### src/rtl/sast_pkg.sv
`default_nettype none

package sast_pkg;

  localparam int SET_BITS   = 4;
  localparam int WAYS       = 4;
  localparam int DATA_WIDTH = 32;
  localparam int KEY_WIDTH  = 32;

  localparam int NUM_SETS  = 1 << SET_BITS;
  localparam int TAG_WIDTH = KEY_WIDTH - SET_BITS;
  localparam int WAY_BITS  = $clog2(WAYS);
  localparam int WAY_IDX_W = 3;

  localparam int S_TDATA_W  = ((KEY_WIDTH + DATA_WIDTH + 7) / 8) * 8;
  localparam int M_FIELDS_W = WAY_IDX_W + DATA_WIDTH;
  localparam int M_TDATA_W  = ((M_FIELDS_W + 7) / 8) * 8;
  localparam int M_TUSER_W  = 2;

  localparam logic [WAY_IDX_W-1:0] WAY_NONE = WAY_IDX_W'(WAYS);

  typedef enum logic {
    OP_LOOKUP = 1'b0,
    OP_FILL   = 1'b1
  } op_t;

  typedef struct packed {
    op_t                   op;
    logic [SET_BITS-1:0]   set;
    logic [TAG_WIDTH-1:0]  tag;
    logic [DATA_WIDTH-1:0] data;
  } req_t;

  typedef struct packed {
    logic                  hit;
    logic [WAY_IDX_W-1:0]  way;
    logic [DATA_WIDTH-1:0] read_data;
    logic                  allocated;
  } resp_t;

endpackage

`default_nettype wire

### src/rtl/sast_front.sv
`default_nettype none

module sast_front
  import sast_pkg::*;
(
  input  wire logic                 clk,
  input  wire logic                 rst,
  input  wire logic                 s_tvalid,
  output logic                      s_tready,
  input  wire logic [S_TDATA_W-1:0] s_tdata,   // signature, fill_data
  input  wire logic                 s_tuser,   // opcode
  output logic                      q_valid,
  output req_t                      q_req,
  input  wire logic                 q_pop
);

  req_t       slot [2];
  req_t       dec;
  logic       wr_ptr;
  logic       rd_ptr;
  logic [1:0] count;
  logic       push;

  // split the key into set and tag, and take the opcode and fill data
  always_comb begin
    dec.op   = op_t'(s_tuser);
    dec.set  = s_tdata[SET_BITS-1:0];
    dec.tag  = s_tdata[KEY_WIDTH-1:SET_BITS];
    dec.data = s_tdata[KEY_WIDTH +: DATA_WIDTH];
  end

  assign s_tready = (count != 2'd2);
  assign q_valid  = (count != 2'd0);
  assign q_req    = slot[rd_ptr];
  assign push     = s_tvalid && s_tready;

  always_ff @(posedge clk) begin
    if (push) begin
      slot[wr_ptr] <= dec;
    end
  end

  always_ff @(posedge clk) begin
    if (rst) begin
      wr_ptr <= 1'b0;
      rd_ptr <= 1'b0;
      count  <= 2'd0;
    end else begin
      if (push) begin
        wr_ptr <= ~wr_ptr;
      end
      if (q_pop) begin
        rd_ptr <= ~rd_ptr;
      end
      unique case ({push, q_pop})
        2'b10:   count <= count + 2'd1;
        2'b01:   count <= count - 2'd1;
        default: count <= count;
      endcase
    end
  end

endmodule

`default_nettype wire

### config.mk
export PLATFORM = sky130hd
export DESIGN_NAME = sast_front
export DESIGN_NICKNAME = d
export VERILOG_FILES = /design/src/rtl/sast_pkg.sv /design/src/rtl/sast_front.sv
export SDC_FILE = /design/constraint.sdc
export NUM_CORES = 1
export LEC_CHECK = 0
export BUFFER_PORTS_ARGS = -buffer_cell sky130_fd_sc_hd__buf_4
export CORE_UTILIZATION = 30
export CTS_BUF_LIST = sky130_fd_sc_hd__clkbuf_2 sky130_fd_sc_hd__clkbuf_4 sky130_fd_sc_hd__clkbuf_8
export DETAILED_ROUTE_END_ITERATION = 8
export GPL_TIMING_DRIVEN = 0
export PLACE_DENSITY = 0.55
export SETUP_SLACK_MARGIN = 0.02
export SLEW_MARGIN = 20
export SYNTH_ARGS = -nofsm -noshare
export SYNTH_HDL_FRONTEND = slang
export SYNTH_SLANG_ARGS = --single-unit
### constraint.sdc
create_clock -name clk -period 8.8 [get_ports clk]
set_input_delay 2.64 -clock clk [delete_from_list [all_inputs] [get_ports clk]]
set_output_delay 2.64 -clock clk [all_outputs]
set_load 0.02 [all_outputs]
# Word level (Yosys, flattened, before mapping)
# Memory sizes are Yosys's and may differ from the RTL's. A register that Yosys moved wholly into a read port is not among the register bits.
# Index checks and enable logic that the tools add are counted.
[classes] n_addsub=2 eq_ne=3 n_mux=5 bitwise_logic=2 reduce_logical=3
[ops] cell="1-bit two-way mux" count=4
[ops] cell="2-bit one-hot mux with 2 select lines" count=1
[ops] cell="2-bit nonzero test" count=2
[ops] cell="2-bit by 1-bit adder with 2-bit output (second input constant)" count=1
[ops] cell="2-bit by 1-bit equality test with 1-bit output (second input constant)" count=1
[ops] cell="2-bit equality test (second input constant)" count=1
[ops] cell="2-bit inequality test (second input constant)" count=1
[ops] cell="1-bit inverter" count=2
[ops] cell="2-bit by 1-bit subtractor with 2-bit output (second input constant)" count=1
[ops] cell="1-bit logical AND" count=1
[word_totals] regBits=4 ram_bits=130 in_bits=69 out_inout_bits=67 word_cells=19 mem_count=1
[mem_list] memory="slot" words=2 width=65 read_ports=1 rd_clocked_by_memory_dff=1 wr=1 line="sast_front.sv:17" rtl="req_t slot [2];"

# Logic depth before layout (Yosys ltp)
[depth] depth_word=4 depth_mapped=6 ltp_nobuf=6

# Worst setup path before layout
# No wires, ideal clock.
[synth_timing] kind="input to register" from="in s_tvalid" to="mem slot[1][0] (netlist bit), enable pin" setup_time_ns=0.430 arrival_time_ns=4.217 t_required_ns=8.370 path_slack_ns=4.153 cell_stages=1 n_path_buf=0 path_cell_list="and3_1"
[synth_via] elab_chain_cells=3
[synth_rtl] element="from (decl)" line="sast_front.sv:8" rtl="input wire logic s_tvalid,"
[synth_rtl] element="1-bit logical AND" line="sast_front.sv:35" rtl="assign push = s_tvalid && s_tready;"
[synth_rtl] element="1-bit two-way mux" line="sast_front.sv:38" rtl="if (push) begin"
[synth_rtl] element="1-bit two-way mux (not written as such)" line="sast_front.sv:39" rtl="slot[wr_ptr] <= dec;"
[synth_rtl] element="to (decl)" line="sast_front.sv:17"
# Every way passes these cells.

==> flow_summary.yaml <==
power_and_ir_drop:
  powerDensity_nw_per_um2: 232.1
  totalPowerFinal_w: 0.001536
  cellLeakagePower_nw: 2.452
  pwr-share-seq_pct: 51.0
  power.switching_w: 0.0003820
  intPower_w: 0.001154
  swShare_pct: 24.86
  pwr-share-clk_pct: 31.5
  power_frac_comb_pct: 17.5
  peakVddDrop_uv: 89.65
logic_synthesis:
  synth_seq_area_share_pct: 81.74
  ys_warn_count: 0
  synth_top_cell_by_area: "edfxtp_1"
  syn-cell-area_sq_um: 4898
  synth_area_per_cell_sq_um: 21.77
  ys_types: 19
  netlist_instances: 225
  synth_fp_nets: 295
  synthTopCellsByArea: "edfxtp_1 (80%), mux2_2 (15%), dfxtp_1 (2.0%)"
  synth-seq-cells: 135
  synth_top_area_share_pct: 79.69
cts:
  postCtsSetupRepairBufs: 0
  clockRootBuffer: "clkbuf_8"
  clk_path_buf_depth: 2
  clkSinkCount: 135
  post_cts_resized: 0
  clk_latency_ns: 0.43
  cts_tree: "yes"
  h-tree-depth: 4
  clk_pin_slew_worst_paths_ns: 0.07
  hold_buffers: 0
  cts_buffers: 17
layout:
  instances_no_fill: 610
  final_cell_mix: "buf_4 (140), edfxtp_1 (130), mux2_2 (65)"
  fill_cells: 1504
  final_design_area_no_fill_sq_um: 6620
  seqCellArea_sq_um: 4004
  drive_gt1_share_pct: 62.18
  multi_input_area_sq_um: 848.3
  area_delta_synth_final_pct: 35.15
  antenna_cells: 0
  nets: 451
  layout_commonest_cell: "buf_4"
global_routing:
  grt_pass1_vias: 2740
  grt_max_degree: 39
  grt_pass1_wl_um: 13960
  grt_util_all_layers_pct: 11.46
  grt-ovfl-total: 0
  antenna_found_initial: 0
timing:
  rsz0062_at_grt: "no"
  fin_crit_sh_pct: 50.50
  setup-tns-final_ns: 0
  finClkSkew_ns: 0.009604
  setup_viol: 0
  worstMarginPinSlew_ns: 0.4755
  hold_viol: 0
  fmax_mhz: 225.0
  relSlewSlack_pct: 68.30
  drv_slew: 0
  min_period_ns: 4.444
  layout_setup_ws_ns: 4.356
die:
  dieArea_sq_um: 16840
  die_w_um: 129.8
  ios: 136
  core-area_sq_um: 15890
  start_util_pct: 30.84
  rows: 46
  die_h_um: 129.8
status:
  status: "complete, no violations"
hold_path:
  hold_class: "flip-flop to flip-flop"
place:
  dp_hpwl_um: 5956
  dpl_cell_area_sq_um: 6230
  post-place-cells: 578
  pre_cts_slack_ns: 4.766
  place_congestion: 0.6267
  portBuffers: 135
worst_setup_path:
  crit_chain: "buf_2 -> buf_4 -> mux2_2 -> buf_4"
  path_class: "flip-flop to output pin"
  end_kind: "output pin"
  path_common_cell: "buf_4"
  cp_slowest_cell: "mux2_2"
  worstPathArrival_ns: 1.80
  cpPeakStageDelay_ns: 0.36
  worstPathMaxFanout: 10
  start_kind: "flip-flop"
  required_ns: 6.16
drt:
  vias: 2579
  wirelength_um: 9134
  viasPerCell: 4.228
  antenna_left: 0
  wl_per_cell_um: 14.97
  first_pass_iters: 4
  drtIter0Drc: 70
  remaining_drc_errors: 0
flow_run:
  maxCapViolCount: 0
## logic make-up after synthesis
| logic type | Yosys count | share of synthesized area (%) |
|---|---|---|
| DFF | 135 | 81.74 |
| muxes | 65 | 14.94 |
| and+or+nand+nor | 9 | 0.9709 |
| buffers and inverters | 8 | 1.047 |
| AOI/OAI and AO/OA | 4 | 0.5108 |
| xor gates and xnor gates | 3 | 0.5365 |
| adders and majority gates | 1 | 0.2554 |
## power by group through the flow
| stage | Sequential, W | Clock [W] | Combinational (W) |
|---|---|---|---|
| after floorplan | 0.000797 | 0 | 0.000151 |
| after detailed placement | 0.000799 | 0 | 0.000275 |
| after global routing | 0.000789 | 0.000533 | 0.000289 |
| final | 0.000784 | 0.000483 | 0.000269 |
| after CTS | 0.000784 | 0.000502 | 0.000277 |
| after global placement | 0.000801 | 0 | 0.000266 |
## stage by stage
stage / utilization, % / hold WS [ns]
after global placement: 38.92 / 0.4829
after floorplan: - / 0.4608
after detailed placement: 39.22 / 0.5006
final: 41.67 / 0.5185
after CTS: 41.67 / 0.5225
after global routing: 41.67 / 0.5560
## path summary, 6_finish.rpt
check	slack, ns	depth (start not counted)	endpoint	from
max	4.36	4	q_req[25]	flip-flop
min	0.52	2	count[1]$_SDFFE_PP0P_	count[1]$_SDFFE_PP0P_
max reg2reg	7.04	3	slot[1][25]$_DFFE_PP_	count[0]$_SDFFE_PP0P_
min reg2reg	0.52	2	count[1]$_SDFFE_PP0P_	count[1]$_SDFFE_PP0P_
## synth_stat cells
master and count:
nand2b_1 1, and3_1 1, nand2_1 1, mux2_2 65, edfxtp_1 130, o21ai_0 1
inv_1 1, nor2_1 3, or2_2 1, xnor2_1 2, nand3b_1 1, a21oi_1 2
or3_1 1, buf_2 2, dfxtp_1 5, a21bo_2 1, xor2_1 1, buf_4 5
ha_1 1
## critical path: cells and delay by family (launching register included)
| family | cells | cell delay (ns) |
|---|---|---|
| mux | 1 | 0.36 |
| flops | 1 | 0.32 |
| buf+inv | 3 | 0.70 |
## flip-flops by register name, summed over array words and instances, names as in the netlist, named ones only
signal  count
count       2
rd_ptr      1
slot      130
wr_ptr      1
## metal layers
layer | global-route usage [%] | up-vias | part of all wire, %
met5 | 0 | - | 0
li1 | - | 1196 | -
met2 | 18.50 | 90 | 50
met3 | 5.863 | 10 | 8.3
met1 | 12.89 | 1283 | 40
met4 | 4.514 | 0 | 1.2
## layout make-up
cell class                 instances  area share, %
multi-input combinational         82          12.81
tap                              216          4.082
buffer                             7         0.7182
clock buffer                      26          5.311
inverter                           1        0.09450
sequential                       135          60.48
timing repair buffer             137          15.91
clock inverter                     6         0.5859
Note: power is estimated with default switching activity, not from simulation.
