### src/rtl/sast_pkg.sv
`default_nettype none

package sast_pkg;

  localparam int SET_BITS   = 4;
  localparam int WAYS       = 4;
  localparam int DATA_WIDTH = 32;
  localparam int KEY_WIDTH  = 32;

  localparam int NUM_SETS  = 1 << SET_BITS;
  localparam int TAG_WIDTH = KEY_WIDTH - SET_BITS;
  localparam int WAY_BITS  = $clog2(WAYS);
  localparam int WAY_IDX_W = 3;

  localparam int S_TDATA_W  = ((KEY_WIDTH + DATA_WIDTH + 7) / 8) * 8;
  localparam int M_FIELDS_W = WAY_IDX_W + DATA_WIDTH;
  localparam int M_TDATA_W  = ((M_FIELDS_W + 7) / 8) * 8;
  localparam int M_TUSER_W  = 2;

  localparam logic [WAY_IDX_W-1:0] WAY_NONE = WAY_IDX_W'(WAYS);

  typedef enum logic {
    OP_LOOKUP = 1'b0,
    OP_FILL   = 1'b1
  } op_t;

  typedef struct packed {
    op_t                   op;
    logic [SET_BITS-1:0]   set;
    logic [TAG_WIDTH-1:0]  tag;
    logic [DATA_WIDTH-1:0] data;
  } req_t;

  typedef struct packed {
    logic                  hit;
    logic [WAY_IDX_W-1:0]  way;
    logic [DATA_WIDTH-1:0] read_data;
    logic                  allocated;
  } resp_t;

endpackage

`default_nettype wire

### src/rtl/sast_ram.sv
`default_nettype none

module sast_ram #(
  parameter int WIDTH = 8,
  parameter int DEPTH = 16
) (
  input  wire logic                     clk,
  input  wire logic                     wr_en,
  input  wire logic [$clog2(DEPTH)-1:0] wr_addr,
  input  wire logic [WIDTH-1:0]         wr_data,
  input  wire logic                     rd_en,
  input  wire logic [$clog2(DEPTH)-1:0] rd_addr,
  output logic      [WIDTH-1:0]         rd_data
);

  logic [WIDTH-1:0] mem [DEPTH];

  always_ff @(posedge clk) begin
    if (wr_en) begin
      mem[wr_addr] <= wr_data;
    end
    if (rd_en) begin
      rd_data <= mem[rd_addr];
    end
  end

endmodule

`default_nettype wire

### src/rtl/sast_back.sv
`default_nettype none

module sast_back
  import sast_pkg::*;
(
  input  wire logic                 clk,
  input  wire logic                 rst,
  input  wire logic                 q_valid,
  input  wire req_t                 q_req,
  output logic                      q_pop,
  output logic                      m_tvalid,
  input  wire logic                 m_tready,
  output logic      [M_TDATA_W-1:0] m_tdata,   // way_index, read_data
  output logic      [M_TUSER_W-1:0] m_tuser    // hit, allocated
);

  typedef enum logic {
    S_IDLE,
    S_EXEC
  } state_t;

  state_t state;
  req_t   cur;
  resp_t  out;
  resp_t  resp;

  logic [NUM_SETS-1:0][WAYS-1:0]               valid_q;
  logic [NUM_SETS-1:0][WAYS-1:0][WAY_BITS-1:0] age_q;

  logic [WAYS*TAG_WIDTH-1:0]  tag_row;
  logic [WAYS*DATA_WIDTH-1:0] data_row;
  logic [WAYS*TAG_WIDTH-1:0]  tag_row_next;
  logic [WAYS*DATA_WIDTH-1:0] data_row_next;
  logic [WAYS-1:0]               valid_row;
  logic [WAYS-1:0]               valid_row_next;
  logic [WAYS-1:0][WAY_BITS-1:0] age_row;
  logic [WAYS-1:0][WAY_BITS-1:0] age_row_next;

  logic                exec_go;
  logic                tag_wr;
  logic                data_wr;
  logic                any_hit;
  logic                any_free;
  logic [WAY_BITS-1:0] hit_way;
  logic [WAY_BITS-1:0] free_way;
  logic [WAY_BITS-1:0] old_way;
  logic [WAY_BITS-1:0] victim;
  logic [WAY_BITS-1:0] sel_way;
  logic                alloc;

  assign q_pop   = (state == S_IDLE) && q_valid;
  assign exec_go = (state == S_EXEC) && (!m_tvalid || m_tready);

  sast_ram #(.WIDTH(WAYS*TAG_WIDTH), .DEPTH(NUM_SETS)) u_tag_ram (
    .clk     (clk),
    .wr_en   (tag_wr),
    .wr_addr (cur.set),
    .wr_data (tag_row_next),
    .rd_en   (q_pop),
    .rd_addr (q_req.set),
    .rd_data (tag_row)
  );

  sast_ram #(.WIDTH(WAYS*DATA_WIDTH), .DEPTH(NUM_SETS)) u_data_ram (
    .clk     (clk),
    .wr_en   (data_wr),
    .wr_addr (cur.set),
    .wr_data (data_row_next),
    .rd_en   (q_pop),
    .rd_addr (q_req.set),
    .rd_data (data_row)
  );

  assign valid_row = valid_q[cur.set];
  assign age_row   = age_q[cur.set];

  // tag match and victim choice over the ways of the set
  always_comb begin
    any_hit  = 1'b0;
    any_free = 1'b0;
    hit_way  = '0;
    free_way = '0;
    old_way  = '0;
    for (int w = WAYS - 1; w >= 0; w--) begin
      if (valid_row[w] && (tag_row[w*TAG_WIDTH +: TAG_WIDTH] == cur.tag)) begin
        any_hit = 1'b1;
        hit_way = WAY_BITS'(w);
      end
      if (!valid_row[w]) begin
        any_free = 1'b1;
        free_way = WAY_BITS'(w);
      end
      // ages stay a permutation, so the oldest holds the top age
      if (age_row[w] == WAY_BITS'(WAYS - 1)) begin
        old_way = WAY_BITS'(w);
      end
    end
    victim  = any_free ? free_way : old_way;
    alloc   = (cur.op == OP_FILL) && !any_hit;
    sel_way = any_hit ? hit_way : victim;
  end

  always_comb begin
    tag_row_next   = tag_row;
    data_row_next  = data_row;
    valid_row_next = valid_row;
    age_row_next   = age_row;
    tag_row_next[victim*TAG_WIDTH +: TAG_WIDTH]    = cur.tag;
    data_row_next[sel_way*DATA_WIDTH +: DATA_WIDTH] = cur.data;
    valid_row_next[victim] = 1'b1;
    for (int w = 0; w < WAYS; w++) begin
      if (WAY_BITS'(w) == victim) begin
        age_row_next[w] = '0;
      end else if (age_row[w] < age_row[victim]) begin
        age_row_next[w] = age_row[w] + 1'b1;
      end
    end
  end

  assign tag_wr  = exec_go && alloc;
  assign data_wr = exec_go && (cur.op == OP_FILL);

  always_comb begin
    resp.hit       = any_hit;
    resp.allocated = alloc;
    resp.way       = (any_hit || alloc) ? WAY_IDX_W'(sel_way) : WAY_NONE;
    resp.read_data = (any_hit && (cur.op == OP_LOOKUP))
                     ? data_row[hit_way*DATA_WIDTH +: DATA_WIDTH] : '0;
  end

  always_ff @(posedge clk) begin
    if (rst) begin
      state    <= S_IDLE;
      m_tvalid <= 1'b0;
      valid_q  <= '0;
      for (int s = 0; s < NUM_SETS; s++) begin
        for (int w = 0; w < WAYS; w++) begin
          age_q[s][w] <= WAY_BITS'(w);
        end
      end
    end else begin
      if (exec_go) begin
        m_tvalid <= 1'b1;
      end else if (m_tready) begin
        m_tvalid <= 1'b0;
      end
      unique case (state)
        S_IDLE: begin
          if (q_valid) begin
            cur   <= q_req;
            state <= S_EXEC;
          end
        end
        S_EXEC: begin
          if (exec_go) begin
            out   <= resp;
            state <= S_IDLE;
            if (alloc) begin
              valid_q[cur.set] <= valid_row_next;
              age_q[cur.set]   <= age_row_next;
            end
          end
        end
        default: state <= S_IDLE;
      endcase
    end
  end

  assign m_tdata = M_TDATA_W'({out.read_data, out.way});
  assign m_tuser = {out.allocated, out.hit};

endmodule

`default_nettype wire
### config.mk
export PLATFORM = sky130hd
export DESIGN_NAME = sast_back
export DESIGN_NICKNAME = d
export VERILOG_FILES = /design/src/rtl/sast_pkg.sv /design/src/rtl/sast_ram.sv /design/src/rtl/sast_back.sv
export SDC_FILE = /design/constraint.sdc
export NUM_CORES = 2
export LEC_CHECK = 0
export BUFFER_PORTS_ARGS = -buffer_cell sky130_fd_sc_hd__buf_2
export CAP_MARGIN = 5
export CORE_AREA = 2 2 538 540
export CTS_BUF_LIST = sky130_fd_sc_hd__clkbuf_4
export DETAILED_ROUTE_END_ITERATION = 10
export DIE_AREA = 0 0 540 542
export PLACE_DENSITY = 0.78
export SYNTH_ARGS = -nofsm -noshare
export SYNTH_HDL_FRONTEND = slang
export SYNTH_SLANG_ARGS = --single-unit
### constraint.sdc
create_clock -name clk -period 8 [get_ports clk]
set_input_delay 0 -clock clk [delete_from_list [all_inputs] [get_ports clk]]
set_output_delay 0 -clock clk [all_outputs]
set_load 0.01 [all_outputs]
==> Word level (Yosys, flattened, before mapping) <==
Memory sizes are Yosys's and may differ from the RTL's. A register that Yosys moved wholly into a read port is not among the register bits.
Index checks and enable logic that the tools add are counted.
{ "totals": {"ff_bits": 296, "romBits": 0, "elab_cells": 205, "out_inout_bits": 44, "mem_count": 2, "mem_bits_rw": 3840, "latchBits": 0, "inputBits": 69} }
{ "classes": {"bitwise": 4, "add_sub_neg": 6, "n_mul": 1, "n_mux": 56, "shift": 5, "n_div": 0, "eq_ne": 11, "n_lt_le_gt_ge": 8, "n_reduce_logical": 21} }
{ "memory_table": {"columns": ["name", "words", "width", "read_ports", "rd_ports_with_merged_regs", "write_ports", "line", "text"], "rows": [
  ["u_data_ram.mem", 16, 128, 1, 1, 1, "sast_ram.sv:16", "logic [WIDTH-1:0] mem [DEPTH];"],
  ["u_tag_ram.mem", 16, 112, 1, 1, 1, "sast_ram.sv:16", null]
]} }
{ "ops": {"columns": ["op", "count"], "rows": [
  ["bitwise mux 128 bit", 2],
  ["variable shift 32 x 34 -> 128 bit (first input constant)", 1],
  ["indexed part select 128 x 8 -> 32 bit", 1],
  ["indexed part select 32 x 34 -> 128 bit", 1],
  ["bitwise mux 112 bit", 1],
  ["equality test 28 bit", 4],
  ["variable shift 28 x 34 -> 112 bit (first input constant)", 1],
  ["indexed part select 28 x 34 -> 112 bit", 1],
  ["negation 7 -> 34 bit", 2],
  ["bitwise mux 64 bit", 1],
  ["two-way mux 2 bit", 23],
  ["binary-select mux 8 bit (select 4 bit)", 1],
  ["demux 8 bit (select 4 bit)", 1],
  ["two-way mux 1 bit", 17],
  ["binary-select mux 4 bit (select 4 bit)", 1],
  ["demux 4 bit (select 4 bit)", 1],
  ["two-way mux 8 bit", 2],
  ["logical AND 1 bit", 12],
  ["AND reduction 3 bit", 3],
  ["adder 2 x 1 -> 2 bit (second input constant)", 4],
  ["equality test 2 bit (second input constant)", 4],
  ["< comparator 2 bit", 4],
  ["two-way mux 4 bit", 2],
  ["< comparator 4 x 5 -> 1 bit (second input constant)", 1],
  ["16 further kinds", 21]
]} }

==> Longest topological paths before layout <==
{ "logic_depth": {"word_depth": 14, "mapped_depth": 26, "depth_no_buf": 18} }

==> Hierarchy <==
A second synthesis with hierarchy kept.
{ "unflattened": {"hier_cells": 7966, "area_unflattened_um2": 169158.5} }
{ "by_module_without_submodules": {"columns": ["module", "instances", "area_per_inst_um2", "seq_area_each_um2", "cells_each"], "rows": [
  ["sast_ram at u_data_ram", 1, 80612.3, 65342.7, 3365],
  ["sast_ram at u_tag_ram", 1, 70291.2, 57174.8, 2864],
  ["sast_back", 1, 18255.0, 6946.7, 1737]
]} }

==> Worst setup path before layout <==
Ideal clock, no wire load.
{ "synth_timing": {"path_kind": "reg-to-reg", "start": "reg cur[61] (netlist name)", "end": "mem u_data_ram.mem[11][0] (netlist name), enable pin", "arrival_ns": 7.174, "path_stages_with_launch": 9, "synth_period_minus_slack_ns": 7.792, "setup_time_ns": 0.617, "path_buffers": 6, "t_required_ns": 7.383, "setup_slack_ns": 0.208, "cell_sequence": "edfxtp_1 buf_4 buf_6 buf_6 buf_4 clkbuf_1 clkbuf_1 nand3_1 nor2_1"} }
{ "synth_lines": {"columns": ["item", "line", "text"], "rows": [
  ["start, declared", "sast_back.sv:23", "req_t cur;"],
  ["start signal, assigned", "sast_back.sv:150", "cur <= q_req;"],
  ["end, declared", "sast_ram.sv:16", null]
]} }
No word-level cell before the write port.

==> Final worst setup path <==
{ "layout_timing": {"start": "reg cur[60] (netlist name)", "end": "mem u_tag_ram.mem[14][63] (netlist name), data pin"} }
{ "layout_between": {"elab_chain_cells": 12, "word_cells_on_any_way": 26, "cone_classes": "add/sub: 1; mul: 1; eq/ne: 4; shift: 2; mux: 18"} }
{ "layout_rtl": {"columns": ["item", "line", "text"], "rows": [
  ["binary-select mux 8 bit (select 4 bit)", "sast_back.sv:75", "assign age_row = age_q[cur.set];"],
  ["two-way mux 8 bit (not written as such)", "sast_back.sv:75", null],
  ["equality test 2 bit", "sast_back.sv:94", "if (age_row[w] == WAY_BITS'(WAYS - 1)) begin"],
  ["two-way mux 2 bit (4 in series)", "sast_back.sv:94", null],
  ["two-way mux 2 bit *", "sast_back.sv:98", "victim = any_free ? free_way : old_way;"],
  ["multiplier 2 x 3 -> 5 bit *", "sast_back.sv:108", "tag_row_next[victim*TAG_WIDTH +: TAG_WIDTH] = cur.tag;"],
  ["negation 7 -> 34 bit *", "sast_back.sv:108", null],
  ["indexed part select 28 x 34 -> 112 bit / variable shift 28 x 34 -> 112 bit (equally long branches)", "sast_back.sv:108", null],
  ["bitwise mux 112 bit *", "sast_back.sv:108", null],
  ["via tag_row_next[63]", "sast_back.sv:32", "logic [WAYS*TAG_WIDTH-1:0] tag_row_next;"],
  ["end, declared", "sast_ram.sv:16", null]
]} }
Mark *: on every way through the listed nets, which the timed path passes. The rest lies on a longest branch. The select of a mux whose other input is x is not followed.

==> out/results.tsv <==
metric	value	unit
layout cell share with drive strength beyond 1	0.3541	
critical path capture point type	flip-flop	
minimum clock period	7.121	ns
vias post-DR	89860	
core area	286900	sq um
crit path DAT	8.24	ns
outcome	finished, final reports clean	
Die Ht	542	um
Mapped Cells	7508	
clk slew on worst S/H paths	0.09	ns
Yosys top cell area share	0.7442	
Max rail drop VDD	0.1773	mV
largest family of logic cells by synthesized area	multiplexers	
synth warn	0	
Min Hold Slack	0.1490	ns
placed instance area	175000	sq um
Final Core Density	0.6640	
H-tree depth	7	
Clock Latency Late Sink	1.69	ns
initial antenna violation count	12	
number of DRC markers in iteration 0	13630	
PwrDens	241.4	nW/um^2
GR Util All Layers	0.2998	
Initial Utilization	0.5881	
Worst Tran Pin Value	1.416	ns
FFs w/ async S/R, synth	0	
Register Area	129500	sq um
final clock skew	0.2498	ns
CTS Buf Count	1137	
Post-DRT Antenna Nets	0	
CTS root buf	clkbuf_4	
RSZ-0062 raised after global routing	no	
Multi-input gate area	37180	sq um
Detailed Place HPWL	213200	um
MaxCap Viol Count	0	
DRC	0	
Slew Limit Fails	0	
synthesized area	168700	sq um
Worst Setup Start Kind	flip-flop	
Port Buffers	107	
Main synth FF type	edfxtp_1	
largest net degree at the start of global routing	165	
Leakage	61.43	nW
Final TNS setup	0	ns
fmax	140.4	MHz
synth top area cells	edfxtp_1, mux4_2, dfxtp_1	
Hold Path Class	primary input to flip-flop	
Synth Area in Simple Gates	0.01655	
TritonCTS clock tree	built	
drt pass-1 iters	8	
final period utilization	0.8902	
IO Pins	113	
Die X	540	um
final number of hold-violating endpoints	0	
crit path kind	flip-flop to flip-flop	
area grow syn2layout	12.91	%
flops & latches, synth	4376	
NumNets Final	8836	
FP Rows	197	
syn avg cell area	22.47	sq um
drt total wl	434500	um
most area-hungry cell type in the Yosys netlist	edfxtp_1	
first-pass GRT wire length	623800	um
WP data required	9.12	ns
post-cts repair resize count	0	
vias per cell	6.776	
Distinct cells, synth	69	
WL/cell	32.77	um
Synth Area in Compound Gates	0.02364	
clock tree buffer depth	5	
XOR/XNOR share of the synthesized area	0.005814	
vias in the first global route	91530	
Adder-Cell Fraction of Synth Area	0.001483	
mux contribution to synthesized area	0.1716	
Max transition margin	0.05574	
setup violators final	0	
Worst Path Max Fanout	50	
total power	45.98	mW
register area share after synthesis	0.7673	
clk sinks	4376	
RePlAce Congestion	0.9200	
total gr overflow	0	
Final Cell Area	190500	sq um
fillers	17440	
EDFF count, synth	4182	
Die ar.	292700	sq um
[kinds of logic after synthesis]
logic type,after synthesis
AO/OA/AOI/OAI,561
other,1
adder cells (fa/ha/maj),20
flip-flops,4376
multiplexers,1305
buffers and inverters,574
XOR/XNOR,112
AND/OR/NAND/NOR,559
[layout make-up]
| class | count | area share |
|---|---|---|
| diodes | 10 | 0.0001313 |
| inverters | 100 | 0.002443 |
| multi-input cells | 2562 | 0.1952 |
| clock inverters | 258 | 0.006581 |
| clock buffers | 1605 | 0.06324 |
| flip-flops and latches | 4376 | 0.6795 |
| well taps | 3781 | 0.02483 |
| repair buffers | 570 | 0.02806 |
[what timing repair did]
| item | in CTS | in global routing |
|---|---|---|
| endpoints found under the setup margin | 0 | 0 |
| setup buffers | 0 | 0 |
| hold buffers | 209 | 0 |
| hold endpoints to repair | 1030 | 0 |
[power by group]
part           internal, mW  total (mW)  switching [mW]
Sequential             25.4        25.6           0.184
Clock                  9.47        18.3            8.79
Combinational         0.908        2.12            1.21
[through the flow]
stage / setup slack, ns / cells
final: 0.8786 / 13260
after global routing: 0.6577 / 13260
after CTS: 1.183 / 13250
after detailed placement: 1.228 / 11170
after global placement: 1.354 / 11170
after floorplan: 0.2082 / 7512
[worst paths after layout]
check / from / end / slack (ns) / cells after the start
max: cur[60]$_DFFE_PP_ / u_tag_ram.mem[14][63]$_DFFE_PP_ / 0.88 / 13
min: q_req[56] / cur[56]$_DFFE_PP_ / 0.15 / 4
max reg2reg: cur[60]$_DFFE_PP_ / u_tag_ram.mem[14][63]$_DFFE_PP_ / 0.88 / 13
min reg2reg: age_q[50]$_SDFFE_PP1P_ / age_q[50]$_SDFFE_PP1P_ / 0.47 / 2
[worst max-delay path, cell delays in order, from the launching register on]
cell       delay [ns]
edfxtp_1         0.64
buf_4            0.49
mux4_2           0.56
mux4_2           0.55
ha_1             0.24
nand2b_1         0.08
a21oi_1          0.11
o211a_1          0.29
o31ai_4          0.59
ha_2             0.43
buf_4            0.33
nor2_1           0.48
nand2_1          0.66
o2bb2ai_1        1.25
[sequential cells by signal, summed over array words and instances, names as in the netlist, 2 cells and up]
register            cells
u_data_ram.mem       2048
u_tag_ram.mem        1792
age_q                 128
u_data_ram.rd_data    128
u_tag_ram.rd_data     112
cur                    65
valid_q                64
m_tdata                35
m_tuser                 2
[placed cells by master, fill, tap and decap left out, types with 21 or more instances in the layout]
| master | netlist | routed |
|---|---|---|
| a211oi_1 | 84 | 83 |
| a21oi_1 | 58 | 57 |
| a22o_1 | 149 | 149 |
| buf_12 | 1 | 58 |
| buf_2 | 36 | 104 |
| buf_4 | 9 | 196 |
| clkbuf_4 | 0 | 1605 |
| clkinv_1 | 2 | 205 |
| clkinv_2 | 0 | 24 |
| dfxtp_1 | 194 | 194 |
| dlygate4sd3_1 | 0 | 205 |
| edfxtp_1 | 4182 | 4182 |
| inv_1 | 96 | 74 |
| inv_2 | 2 | 24 |
| mux2i_1 | 33 | 33 |
| mux4_2 | 1264 | 1264 |
| nand2_1 | 91 | 90 |
| nand3_1 | 97 | 96 |
| nand4_1 | 58 | 58 |
| nor2_1 | 146 | 129 |
| nor2b_1 | 63 | 63 |
| nor3_1 | 39 | 39 |
| o211ai_1 | 21 | 21 |
| o21ai_0 | 131 | 120 |
| o21ai_1 | 20 | 31 |
| o22ai_1 | 22 | 22 |
| o2bb2ai_1 | 22 | 22 |
| xnor2_1 | 84 | 84 |
| xor2_1 | 28 | 28 |
[metal layers]
layer / vias to the layer above / part of all wire / GRT usage
met5: - / 0.00022 / 0
met4: 8 / 0.039 / 0.1344
met3: 1209 / 0.13 / 0.07745
met2: 7660 / 0.49 / 0.4735
met1: 45950 / 0.34 / 0.3986
li1: 35030 / - / -
[synthesized netlist by cell type (all sizes together) (33+ instances only)]
cell type and instances:
nor2b 63, clkbuf 341, a22o 149, xnor2 84, buf 133, a21oi 58, a211oi 84, mux2i 33
nor2 146, nor3 39, nand3 97, dfxtp 194, nand4 58, nand2 91, inv 98, o21ai 151
mux4 1268, edfxtp 4182
No activity file was read; power rests on OpenSTA's default activity.
